## src/rtl/spfs_pkg.sv

```systemverilog
// Package for the smallest-prime-factor sieve block.
// Holds field widths, result status codes, sequencer states and divider structs.
// No dependencies.
`default_nettype none

package spfs_pkg;

  // Width of every value field on the ports
  localparam int VAL_W = 17;
  localparam int CNT_W = $clog2(VAL_W + 1);

  // Result status codes
  localparam logic [1:0] ST_SPLIT    = 2'd0;
  localparam logic [1:0] ST_NO_SPLIT = 2'd1;
  localparam logic [1:0] ST_INVALID  = 2'd2;
  localparam logic [1:0] ST_BUILT    = 2'd3;

  // Input kind codes
  localparam logic KIND_BUILD = 1'b0;
  localparam logic KIND_QUERY = 1'b1;

  // Reset value of the limit register
  localparam logic [VAL_W-1:0] LIMIT_RST = 17'h10000;

  typedef enum logic [3:0] {
    S_IDLE,
    S_CLR,
    S_BRD,
    S_BCHK,
    S_BPRD,
    S_BMUL,
    S_BMARK,
    S_BNEXT,
    S_QLK,
    S_QDIV,
    S_DONE
  } seq_state_t;

  // Divider request and response
  typedef struct packed {
    logic             start;
    logic [VAL_W-1:0] dividend;
    logic [VAL_W-1:0] divisor;
  } div_req_t;

  typedef struct packed {
    logic             done;
    logic [VAL_W-1:0] quot;
    logic [VAL_W-1:0] rem;
  } div_rsp_t;

endpackage

`default_nettype wire

```

## src/rtl/spfs_div.sv

```systemverilog
// Iterative restoring divider, one quotient bit per cycle.
// Depends on spfs_pkg.
`default_nettype none

module spfs_div (
  input  wire                clk,
  input  wire                rst_n,
  input  spfs_pkg::div_req_t req,
  output spfs_pkg::div_rsp_t rsp
);
  import spfs_pkg::*;

  logic               busy_r, busy_nxt;
  logic               done_r, done_nxt;
  logic [CNT_W-1:0]   cnt_r, cnt_nxt;
  logic [VAL_W-1:0]   rem_r, rem_nxt;
  logic [VAL_W-1:0]   quo_r, quo_nxt;
  logic [VAL_W-1:0]   dvs_r, dvs_nxt;
  logic [VAL_W:0]     trial;
  logic               ge;

  // one shift-subtract step
  always_comb begin
    trial    = {rem_r, quo_r[VAL_W-1]};
    ge       = trial >= {1'b0, dvs_r};
    busy_nxt = busy_r;
    done_nxt = 1'b0;
    cnt_nxt  = cnt_r;
    rem_nxt  = rem_r;
    quo_nxt  = quo_r;
    dvs_nxt  = dvs_r;
    if (req.start) begin
      busy_nxt = 1'b1;
      cnt_nxt  = CNT_W'(VAL_W);
      rem_nxt  = '0;
      quo_nxt  = req.dividend;
      dvs_nxt  = req.divisor;
    end else if (busy_r) begin
      rem_nxt = ge ? VAL_W'(trial - {1'b0, dvs_r}) : trial[VAL_W-1:0];
      quo_nxt = {quo_r[VAL_W-2:0], ge};
      cnt_nxt = cnt_r - 1'b1;
      if (cnt_r == CNT_W'(1)) begin
        busy_nxt = 1'b0;
        done_nxt = 1'b1;
      end
    end
  end

  always_ff @(posedge clk) begin
    if (!rst_n) begin
      busy_r <= 1'b0;
      done_r <= 1'b0;
    end else begin
      busy_r <= busy_nxt;
      done_r <= done_nxt;
    end
    cnt_r <= cnt_nxt;
    rem_r <= rem_nxt;
    quo_r <= quo_nxt;
    dvs_r <= dvs_nxt;
  end

  assign rsp.done = done_r;
  assign rsp.quot = quo_r;
  assign rsp.rem  = rem_r;

endmodule

`default_nettype wire

```

## config.mk

```make
export PLATFORM = sky130hd
export DESIGN_NAME = spfs_div
export DESIGN_NICKNAME = d
export VERILOG_FILES = /design/src/rtl/spfs_pkg.sv /design/src/rtl/spfs_div.sv
export SDC_FILE = /design/constraint.sdc
export NUM_CORES = 1
export LEC_CHECK = 0
export BUFFER_PORTS_ARGS = -buffer_cell sky130_fd_sc_hd__buf_2
export CORE_ASPECT_RATIO = 0.5
export CORE_MARGIN = 2
export CORE_UTILIZATION = 50
export CTS_CLUSTER_DIAMETER = 150
export DETAILED_ROUTE_END_ITERATION = 8
export PLACE_DENSITY_LB_ADDON = 0.2
export SKIP_LAST_GASP = 1
export SLEW_MARGIN = 5
export SYNTH_ARGS = -nofsm -noshare
export SYNTH_HDL_FRONTEND = slang
export SYNTH_SLANG_ARGS = --single-unit
```

## constraint.sdc

```tcl
create_clock -name clk -period 6.1 [get_ports clk]
set_clock_uncertainty 0.1 [all_clocks]
set_input_delay 0 -clock clk [delete_from_list [all_inputs] [get_ports clk]]
set_output_delay 0 -clock clk [all_outputs]
set_load 0.02 [all_outputs]
```

==> results of run 1 <==
-- flip-flops by register name, indices dropped and copies added (netlist names) --
register	count
quo_r	17
rem_r	17
dvs_r	17
busy_r	1
done_r	1
cnt_r	5
-- power breakdown --
group / switching, uW / internal [uW] / total (uW)
registers: 24.3 / 455 / 480
clock network: 167 / 338 / 505
logic: 161 / 129 / 290
-- worst register-to-register path: stages (launching register included) --
cell	delay, ps
edfxtp_1	400
inv_1	80
ha_1	160
inv_1	50
fa_1	400
a21o_1	230
a221oi_2	360
o221ai_2	210
a21boi_0	310
o21ai_0	190
o21ai_0	210
mux2_2	370
a31oi_1	170
-- worst paths after layout --
path                            slack (ps)  cells past startpoint  startpoint        end
worst max-delay path                  2790                     12   quo_r[16]  rem_r[16]
worst min-delay path                   200                      3     req[34]   cnt_r[2]
worst max register to register        2790                     12   quo_r[16]  rem_r[16]
worst min register to register         420                      2    rem_r[6]   rem_r[6]
-- kinds of logic after synthesis --
kind of cell             synth area share [%]
buffers and inverters                   4.620
flip-flops                              48.21
AO/OA/AOI/OAI                           14.70
multiplexers                            9.763
XOR/XNOR                                4.500
adder cells (fa/ha/maj)                 8.277
AND/OR/NAND/NOR                         9.924
-- area by class of cell --
cell class,instances,area [um^2],area share (%)
inverters,24,90.09,2.146
clock buffers,14,264.0,6.289
clock inverters,2,35.03,0.8346
multi-input cells,192,1469,34.99
well taps,88,110.1,2.623
flip-flops and latches,58,1501,35.77
repair buffers,109,728.2,17.35
-- cells in the mapped netlist, types with 2 or more instances --
| cell type | instances | area (um^2) |
|---|---|---|
| nor2_1 | 27 | 101.4 |
| nand3_1 | 4 | 20.02 |
| a21o_1 | 2 | 15.01 |
| buf_1 | 3 | 11.26 |
| dfxtp_1 | 24 | 480.5 |
| xnor2_1 | 10 | 87.58 |
| ha_1 | 19 | 237.7 |
| clkbuf_1 | 5 | 18.77 |
| a21oi_1 | 11 | 55.05 |
| mux2i_1 | 9 | 90.09 |
| nand2b_1 | 2 | 12.51 |
| o31ai_1 | 2 | 15.01 |
| nor2b_1 | 2 | 12.51 |
| nand4_1 | 2 | 12.51 |
| nor3_1 | 3 | 15.01 |
| a31oi_1 | 2 | 12.51 |
| a211oi_1 | 13 | 97.59 |
| o2111ai_1 | 2 | 17.52 |
| o21ai_0 | 11 | 55.05 |
| xor2_1 | 6 | 52.55 |
| inv_1 | 24 | 90.09 |
| o21a_1 | 5 | 37.54 |
| a211o_1 | 2 | 17.52 |
| mux2_2 | 19 | 214.0 |
| edfxtp_1 | 34 | 1021 |
| nand2_1 | 16 | 60.06 |
-- per-stage QoR --
step           util [%]  area (um^2)  setup WS [ps]  total power (uW)  hold WS [ps]
6_report          69.61         4198           2787              1274         200.4
4_1_cts           69.61         4198           2832              1282         189.5
2_1_floorplan         -         3114           2997             682.1        -1.131
5_1_grt           69.61         4198           2594              1335         235.8
3_5_place_dp      58.84         3548           2845             754.5         78.08
3_3_place_gp      58.84         3548           2994             746.2         76.32
-- per-layer routing --
layer	share of wire, %	vias up
li1	-	1257
met1	44	1179
met2	49	62
met3	5.6	10
met4	1.5	0
met5	0	-
-- what timing repair did --
item,in CTS,in global routing
gates resized for setup,0,0
hold endpoints to repair,36,0
hold buffers,35,0
==> metrics.txt, run 1 <==
max-cap violation count 0; drt total wl 7.131 mm; crit path time final roughly 3300 ps; H-tree depth 3; Post-CTS Setup Inserts 0; P_leak ~0.0019 uW; crit path kind flip-flop to flip-flop; GP Congestion between 0.8 and 0.9; via count 2508; fin cells 487; CP max-delay cell edfxtp_1; flop and latch count out of synthesis 58; register area share after synthesis approximately half; critical path peak fanout 3; commonest non-fill, non-tap cell in the layout buf_2; Post-Synthesis Cells 285; Final Setup Violations 0; grt ovf 0; initial antenna violation count 0; final-report hold violation count 0; Pwr Density between 300 and 400 mW/mm^2; Slew @ Worst Pin roughly 670 ps; M1 GR Usage 26.55%; slowest stage delay, CP around 400 ps; TritonRoute pass-1 iters 4; worst skew pair latency about 330 ps; vias per cell about 5.1; Antenna Nets Post-Route 0; core area approximately 0.006 mm^2; Max Clk Rate around 0.30 GHz; area grow syn2layout 34.79%; CTS tree built; CP Cell Sequence inv_1, ha_1, inv_1, fa_1, a21o_1, a221oi_2, o221ai_2, a21boi_0, o21ai_0, o21ai_0, mux2_2, a31oi_1; CTS buffer count 9; GR met2 Demand/Resource between 30 and 40%; kind of cell adding the most delay to the critical path compound AO/OA/AOI/OAI gates; die height about 60 um; CTS Root Buffer Type clkbuf_16; Ant. Diodes 0; largest net degree at the start of global routing 55; die area between 0.006 and 0.007 mm^2; first-pass GRT wire length between 10 and 15 mm; share of layout cells above drive strength 1 ~29%; Worst setup SP type flip-flop; Clock Sinks a little under 60; wire length per cell approximately 15 um; Mapped Avg Cell Area 10.93 um^2; Main synth FF type edfxtp_1; Ports 72; unrepaired setup endpoints after global routing no; layout filler cell count 437; most frequent cells in the layout 71 x buf_2, 35 x dlygate4sd3_1, 34 x edfxtp_1, 27 x nor2_1; M3 GR Usage just over 8%; GRT Util Overall a little under a quarter; Site Rows 20; IO Port Bufs 71; status completed; cell count after placement 436; grt peak-use layer met2; syn_nets approximately 340; clock buffer depth 2; Sum Neg Setup Slack 0 ps; residual DRC count 0; Buf/Inv on CP 2; vias in the first global route ~2500; crit end category flip-flop; fin. max-slew vios 0; Hold Path Class input port to flip-flop; Post-synth EDFFs 34; relative slew slack 55.47%; chip width 115.6 um; asr flop ratio synth 0%; 1st-iter DRT viols 99; synth warn 0; critical path required time ~6300 ps; Cell Area, Synth roughly 0.0031 mm^2; Distinct cells, synth 52; fin crit share 54.32%; peak supply drop approximately 0.17 mV; Reg clk slew, reported paths roughly 50 ps; hpwl dp 4.525 mm; Initial Util 51.64%; CP arrival ~3500 ps; nets@finish 451
Note: power is estimated with default switching activity, not from simulation.
==> inputs of run 2 (changes only) <==
==> constraint.sdc (replaced) <==
create_clock -name clk -period 3.21 [get_ports clk]
set_clock_uncertainty 0.1 [all_clocks]
set_input_delay 0 -clock clk [delete_from_list [all_inputs] [get_ports clk]]
set_output_delay 0 -clock clk [all_outputs]
set_load 0.02 [all_outputs]
==> run 2 against run 1 <==
Compared with the run above:
- first-iteration DRC count up 45%
- critical path depth unchanged
- global-route usage down 0.88 points
- critical path type unchanged
- critical endpoint unchanged
- largest power group is now registers
- highest routed layer unchanged
==> metrics.txt, run 2 (same netlist as run 1, synthesis figures left out) <==
status completed; CTS Root Buffer Type clkbuf_16; Sum Neg Setup Slack 0 ps; most frequent cells in the layout 71 x buf_2, 35 x dlygate4sd3_1, 34 x edfxtp_1, 27 x nor2_1; Clock Sinks a little under 60; H-tree depth 3; grt ovf 0; die area approximately 0.007 mm^2; P_leak 0.001849 uW; peak supply drop ~0.44 mV; first-pass GRT wire length 11.10 mm; nets@finish between 400 and 500; Hold Path Class input port to flip-flop; core area ~0.0060 mm^2; fin. max-slew vios 0; Pwr Density 561.4 mW/mm^2; chip width 115.6 um; R2R depth 12; reg2reg start quo_r[16]; Largest regs dvs_r: 17 flops, quo_r: 17 flops, rem_r: 17 flops; Antenna Nets Post-Route 0; utilization after layout a little over two thirds; wire length per cell 14.01 um; Site Rows 20; Slew @ Worst Pin about 700 ps; dpl cell area about 0.0036 mm^2; initial antenna violation count 0; Ports 72; max-cap violation count 0; drt total wl between 6 and 7 mm; share of layout cells above drive strength 1 28.18%; Critical R2R Capture rem_r[16]; clock buffer depth 2; Hold Path Depth 1; Worst setup SP type flip-flop; via count ~2500; Min-Delay Endpoint dvs_r[16]; critical hold path startpoint req[34]; unrepaired setup endpoints after global routing no; residual DRC count 0; CP arrival approximately 3100 ps; critical path required time approximately 3400 ps; critical path peak fanout 3; vias in the first global route around 2300; crit end category flip-flop; Reg clk slew, reported paths 50 ps; vias per cell slightly above 5; layout filler cell count approximately 460; Pwr Total roughly 2400 uW; worst skew pair latency 330 ps; Ant. Diodes 0; relative slew slack approximately 54%; area grow syn2layout 35.07%; crit path time final around 3000 ps; IO Port Bufs 71; die height about 60 um; fin crit share 92.05%; hpwl dp between 4 and 5 mm; CTS tree built; largest net degree at the start of global routing 34; CTS buffer count 9; Final Cell Area ~0.0042 mm^2; Reg2Reg Setup Slack 260 ps; final-report hold violation count 0; 1st-iter DRT viols 144; Max Clk Rate around 0.34 GHz; GRT Util Overall roughly 22%; Initial Util just over 50%; commonest non-fill, non-tap cell in the layout buf_2; GP Congestion 0.8908; Final Setup Violations 0; crit path kind flip-flop to flip-flop; TritonRoute pass-1 iters 4
-- run 2: cell count changes in the layout (fill, tap and decap cells not counted), moves of 2 or more --
cell	previous run	this run
clkbuf_8	2	0
clkinv_1	0	4
o21ai_0	11	9
o21ai_1	1	3
-- run 2: repair_timing --
item | 4_1_cts | 5_1_grt
hold buffers | 35 | 0
hold endpoints to repair | 36 | 0
buffers inserted | 0 | 1
endpoints found under the setup margin | 0 | 15
resized for setup | 0 | 5
-- run 2: area by class of cell --
cell class | count | area (um^2) | share of cell area, %
Clock inverter | 5 | 45.04 | 1.071
Timing Repair Buffer | 111 | 747.0 | 17.76
Tap cell | 88 | 110.1 | 2.618
Clock buffer | 11 | 232.7 | 5.532
Inverter | 24 | 90.09 | 2.142
Multi-Input combinational cell | 192 | 1480 | 35.19
Sequential cell | 58 | 1501 | 35.69
-- run 2: worst max-delay path by stage --
stage / depth (start not counted) / endpoint / start
floorplan: 12 / rem_r[16] / quo_r[16]
global placement: 12 / rem_r[16] / quo_r[16]
detailed placement: 12 / rem_r[16] / quo_r[16]
CTS: 12 / rem_r[16] / quo_r[16]
global route: 13 / rem_r[0] / quo_r[16]
finish: 12 / rem_r[16] / quo_r[16]
-- run 2: per-layer routing --
metal / vias to the layer above / track usage [%] / wire, um
met4: 0 / 6.633 / 61
met2: 54 / 37.09 / 3329
met3: 6 / 9.229 / 379
met5: - / 0 / 0
met1: 1157 / 25.72 / 3081
li1: 1267 / - / -
-- run 2: critical path, cell delays in order, from the launching register on --
cell	delay (ps)
edfxtp_1	400
inv_1	80
ha_1	160
inv_1	50
fa_1	400
a21o_1	240
a221oi_4	290
o221ai_2	180
a21boi_1	210
o21ai_1	120
o21ai_1	150
mux2_2	340
a31oi_1	160
-- run 2: metrics by stage --
| stage | cells | hold WS (ps) | setup WS (ps) |
|---|---|---|---|
| global placement | 437 | 76.36 | 166.3 |
| CTS | 488 | 106.7 | 27.09 |
| global route | 489 | 140.4 | 51.31 |
| floorplan | 285 | -1.131 | 107.5 |
| detailed placement | 437 | 78.09 | 52.54 |
| finish | 489 | 107.1 | 255.1 |
-- run 2: power breakdown --
| group | internal [uW] | switching [uW] |
|---|---|---|
| Sequential | 866 | 45.1 |
| Clock | 588 | 306 |
| Combinational | 253 | 303 |
| Total | 1710 | 655 |
==> inputs of run 3 (changes only) <==
--- a/config.mk
+++ b/config.mk
@@ -11,6 +11,7 @@
 export CORE_UTILIZATION = 50
 export CTS_CLUSTER_DIAMETER = 150
 export DETAILED_ROUTE_END_ITERATION = 8
+export GPL_TIMING_DRIVEN = 0
 export PLACE_DENSITY_LB_ADDON = 0.2
 export SKIP_LAST_GASP = 1
 export SLEW_MARGIN = 5
==> run 3 against run 2 <==
Compared with the run above:
- combinational power up 5.6%
- sequential share of layout area down 0.68 points
- register-to-register slack worse by 40 ps
- largest cell class is now multi-input combinational cells
- setup slack worse by 41 ps
- final area up 1.9%
- critical path depth up 1
- clock power up 2%
- die area unchanged
- total power up 2.0%
==> metrics.txt, run 3 (same netlist as run 1, synthesis figures left out) <==
CP max-delay cell edfxtp_1; nets@finish 464; critical path required time approximately 3400 ps; GRT Util Overall between 20% and 30%; cell count after placement between 400 and 500; crit end category flip-flop; CP Cell Sequence inv_1, ha_1, inv_1, fa_2, a21o_1, a221oi_4, o221ai_4, a2bb2oi_4, o41ai_4, buf_4, buf_6, mux2i_1, a211oi_1; clock buffer depth 2; utilization after layout about 70%; Largest regs dvs_r: 17 flops, quo_r: 17 flops, rem_r: 17 flops; Ports just over 70; share of layout cells above drive strength 1 between 20 and 30%; Comb pwr share between 20 and 25%; H-tree depth 3; hpwl dp about 5.0 mm; peak supply drop about 0.33 mV; Hold Path Class input port to flip-flop; R2R depth 13; most frequent cells in the layout 72 x buf_2, 35 x dlygate4sd3_1, 34 x edfxtp_1, 27 x nor2_1; Reg clk slew, reported paths around 50 ps; layout filler cell count between 400 and 500; Pwr Density between 500 and 600 mW/mm^2; IO Port Bufs just over 70; vias in the first global route approximately 2500; reg2reg start quo_r[16]; CP arrival approximately 3100 ps; Clock Sinks 58; fin. max-slew vios 0; die area 0.006914 mm^2; slowest stage delay, CP roughly 440 ps; fin cells 500; Ant. Diodes 0; wire length per cell around 15 um; Initial Util 51.64%; Slew @ Worst Pin 613.5 ps; Max Clk Rate roughly 0.33 GHz; crit path time final between 2000 and 3000 ps; area grow syn2layout 37.69%; 1st-iter DRT viols about 140; kind of cell adding the most delay to the critical path compound AO/OA/AOI/OAI gates; commonest non-fill, non-tap cell in the layout buf_2; M3 GR Usage about a tenth; critical hold path startpoint req[34]; final-report hold violation count 0; drt total wl between 7 and 8 mm; initial antenna violation count 0; Min-Delay Endpoint dvs_r[0]; GR met2 Demand/Resource a little under two fifths; Site Rows 20; grt ovf 0; CTS Root Buffer Type clkbuf_16; worst skew pair latency ~330 ps; P_leak 0.001884 uW; unrepaired setup endpoints after global routing no; fin crit share 93.34%; net switching power figure between 600 and 700 uW; GP Congestion ~0.85; core area about 0.006 mm^2; CTS buffer count 9; CTS tree built; TritonRoute pass-1 iters 4; largest net degree at the start of global routing 19; critical path peak fanout 10; Final Setup Violations 0; P_int ~1700 uW; vias per cell a little over 5; via count between 2000 and 3000; most frequent CP cell inv_1; max-cap violation count 0; Worst setup SP type flip-flop; Antenna Nets Post-Route 0; relative slew slack 59.05%; Buf/Inv on CP 4; first-pass GRT wire length between 10 and 15 mm; residual DRC count 0; crit path from quo_r[16]; sequential share of power 37.9%; status completed; Critical R2R Capture rem_r[7]; die height about 60 um; grt peak-use layer met2; Sw Share around 28%; Hold Path Depth 1; M1 GR Usage between 20% and 30%; chip width around 120 um; crit path kind flip-flop to flip-flop; Reg2Reg Setup Slack 210 ps; Clock power frac 37.8%
run 3: routing by layer:
layer | wire length, um | part of all wire [%] | vias up
li1 | - | - | 1282
met1 | 3382 | 46 | 1204
met2 | 3509 | 47 | 62
met3 | 427 | 5.8 | 8
met4 | 94 | 1.3 | 0
met5 | 0 | 0 | -
run 3: through the flow:
step / cell area (um^2) / hold WS (ps) / setup TNS (ps) / setup slack, ps / total power, uW
final: 4288 / 62.78 / 0 / 213.9 / 2410
after CTS: 4225 / 70.96 / 0 / 17.19 / 2405
after global routing: 4288 / 74.88 / 0 / 17.75 / 2522
after detailed placement: 3580 / 78.59 / -175.1 / -151.4 / 1442
after global placement: 3580 / 75.89 / -224.4 / -178.2 / 1431
after floorplan: 3114 / -1.131 / 0 / 107.5 / 1296
run 3: repair_timing:
| action | CTS | global route |
|---|---|---|
| hold buffers | 35 | 0 |
| hold endpoints to repair | 36 | 0 |
| resized for setup | 3 | 5 |
| pin swaps | 0 | 5 |
| endpoints found under the setup margin | 2 | 15 |
| setup buffers | 0 | 5 |
run 3: how the worst max path moves through the flow:
stage                      to  depth (start not counted)  slack [ps]
finish               rem_r[7]                         13         210
global route        rem_r[13]                         13          20
floorplan           rem_r[16]                         12         110
detailed placement  rem_r[16]                         12        -150
CTS                  quo_r[0]                         11          20
global placement    rem_r[16]                         12        -180
run 3: final cells by class:
type | instances | area [um^2] | share of cell area (%)
Sequential cell | 58 | 1501 | 35.02
Multi-Input combinational cell | 192 | 1509 | 35.19
Inverter | 24 | 90.09 | 2.101
Clock inverter | 3 | 40.04 | 0.9338
Timing Repair Buffer | 111 | 743.2 | 17.33
Tap cell | 88 | 110.1 | 2.568
Clock buffer | 13 | 240.2 | 5.603
Buffer | 11 | 53.80 | 1.255
run 3: worst register-to-register path, stage by stage, from the launching register on:
cell       delay [ps]
edfxtp_1          440
inv_1              90
ha_1              160
inv_1              60
fa_2              350
a21o_1            210
a221oi_4          330
o221ai_4          190
a2bb2oi_4         190
o41ai_4           110
buf_4             170
buf_6             140
mux2i_1           140
a211oi_1          220
run 3: power groups by stage:
stage               logic [uW]  clock network, uW  registers (uW)
CTS                        561                932             912
detailed placement         518                  0             924
global placement           509                  0             922
global route               640                962             920
floorplan                  327                  0             969
finish                     587                911             912
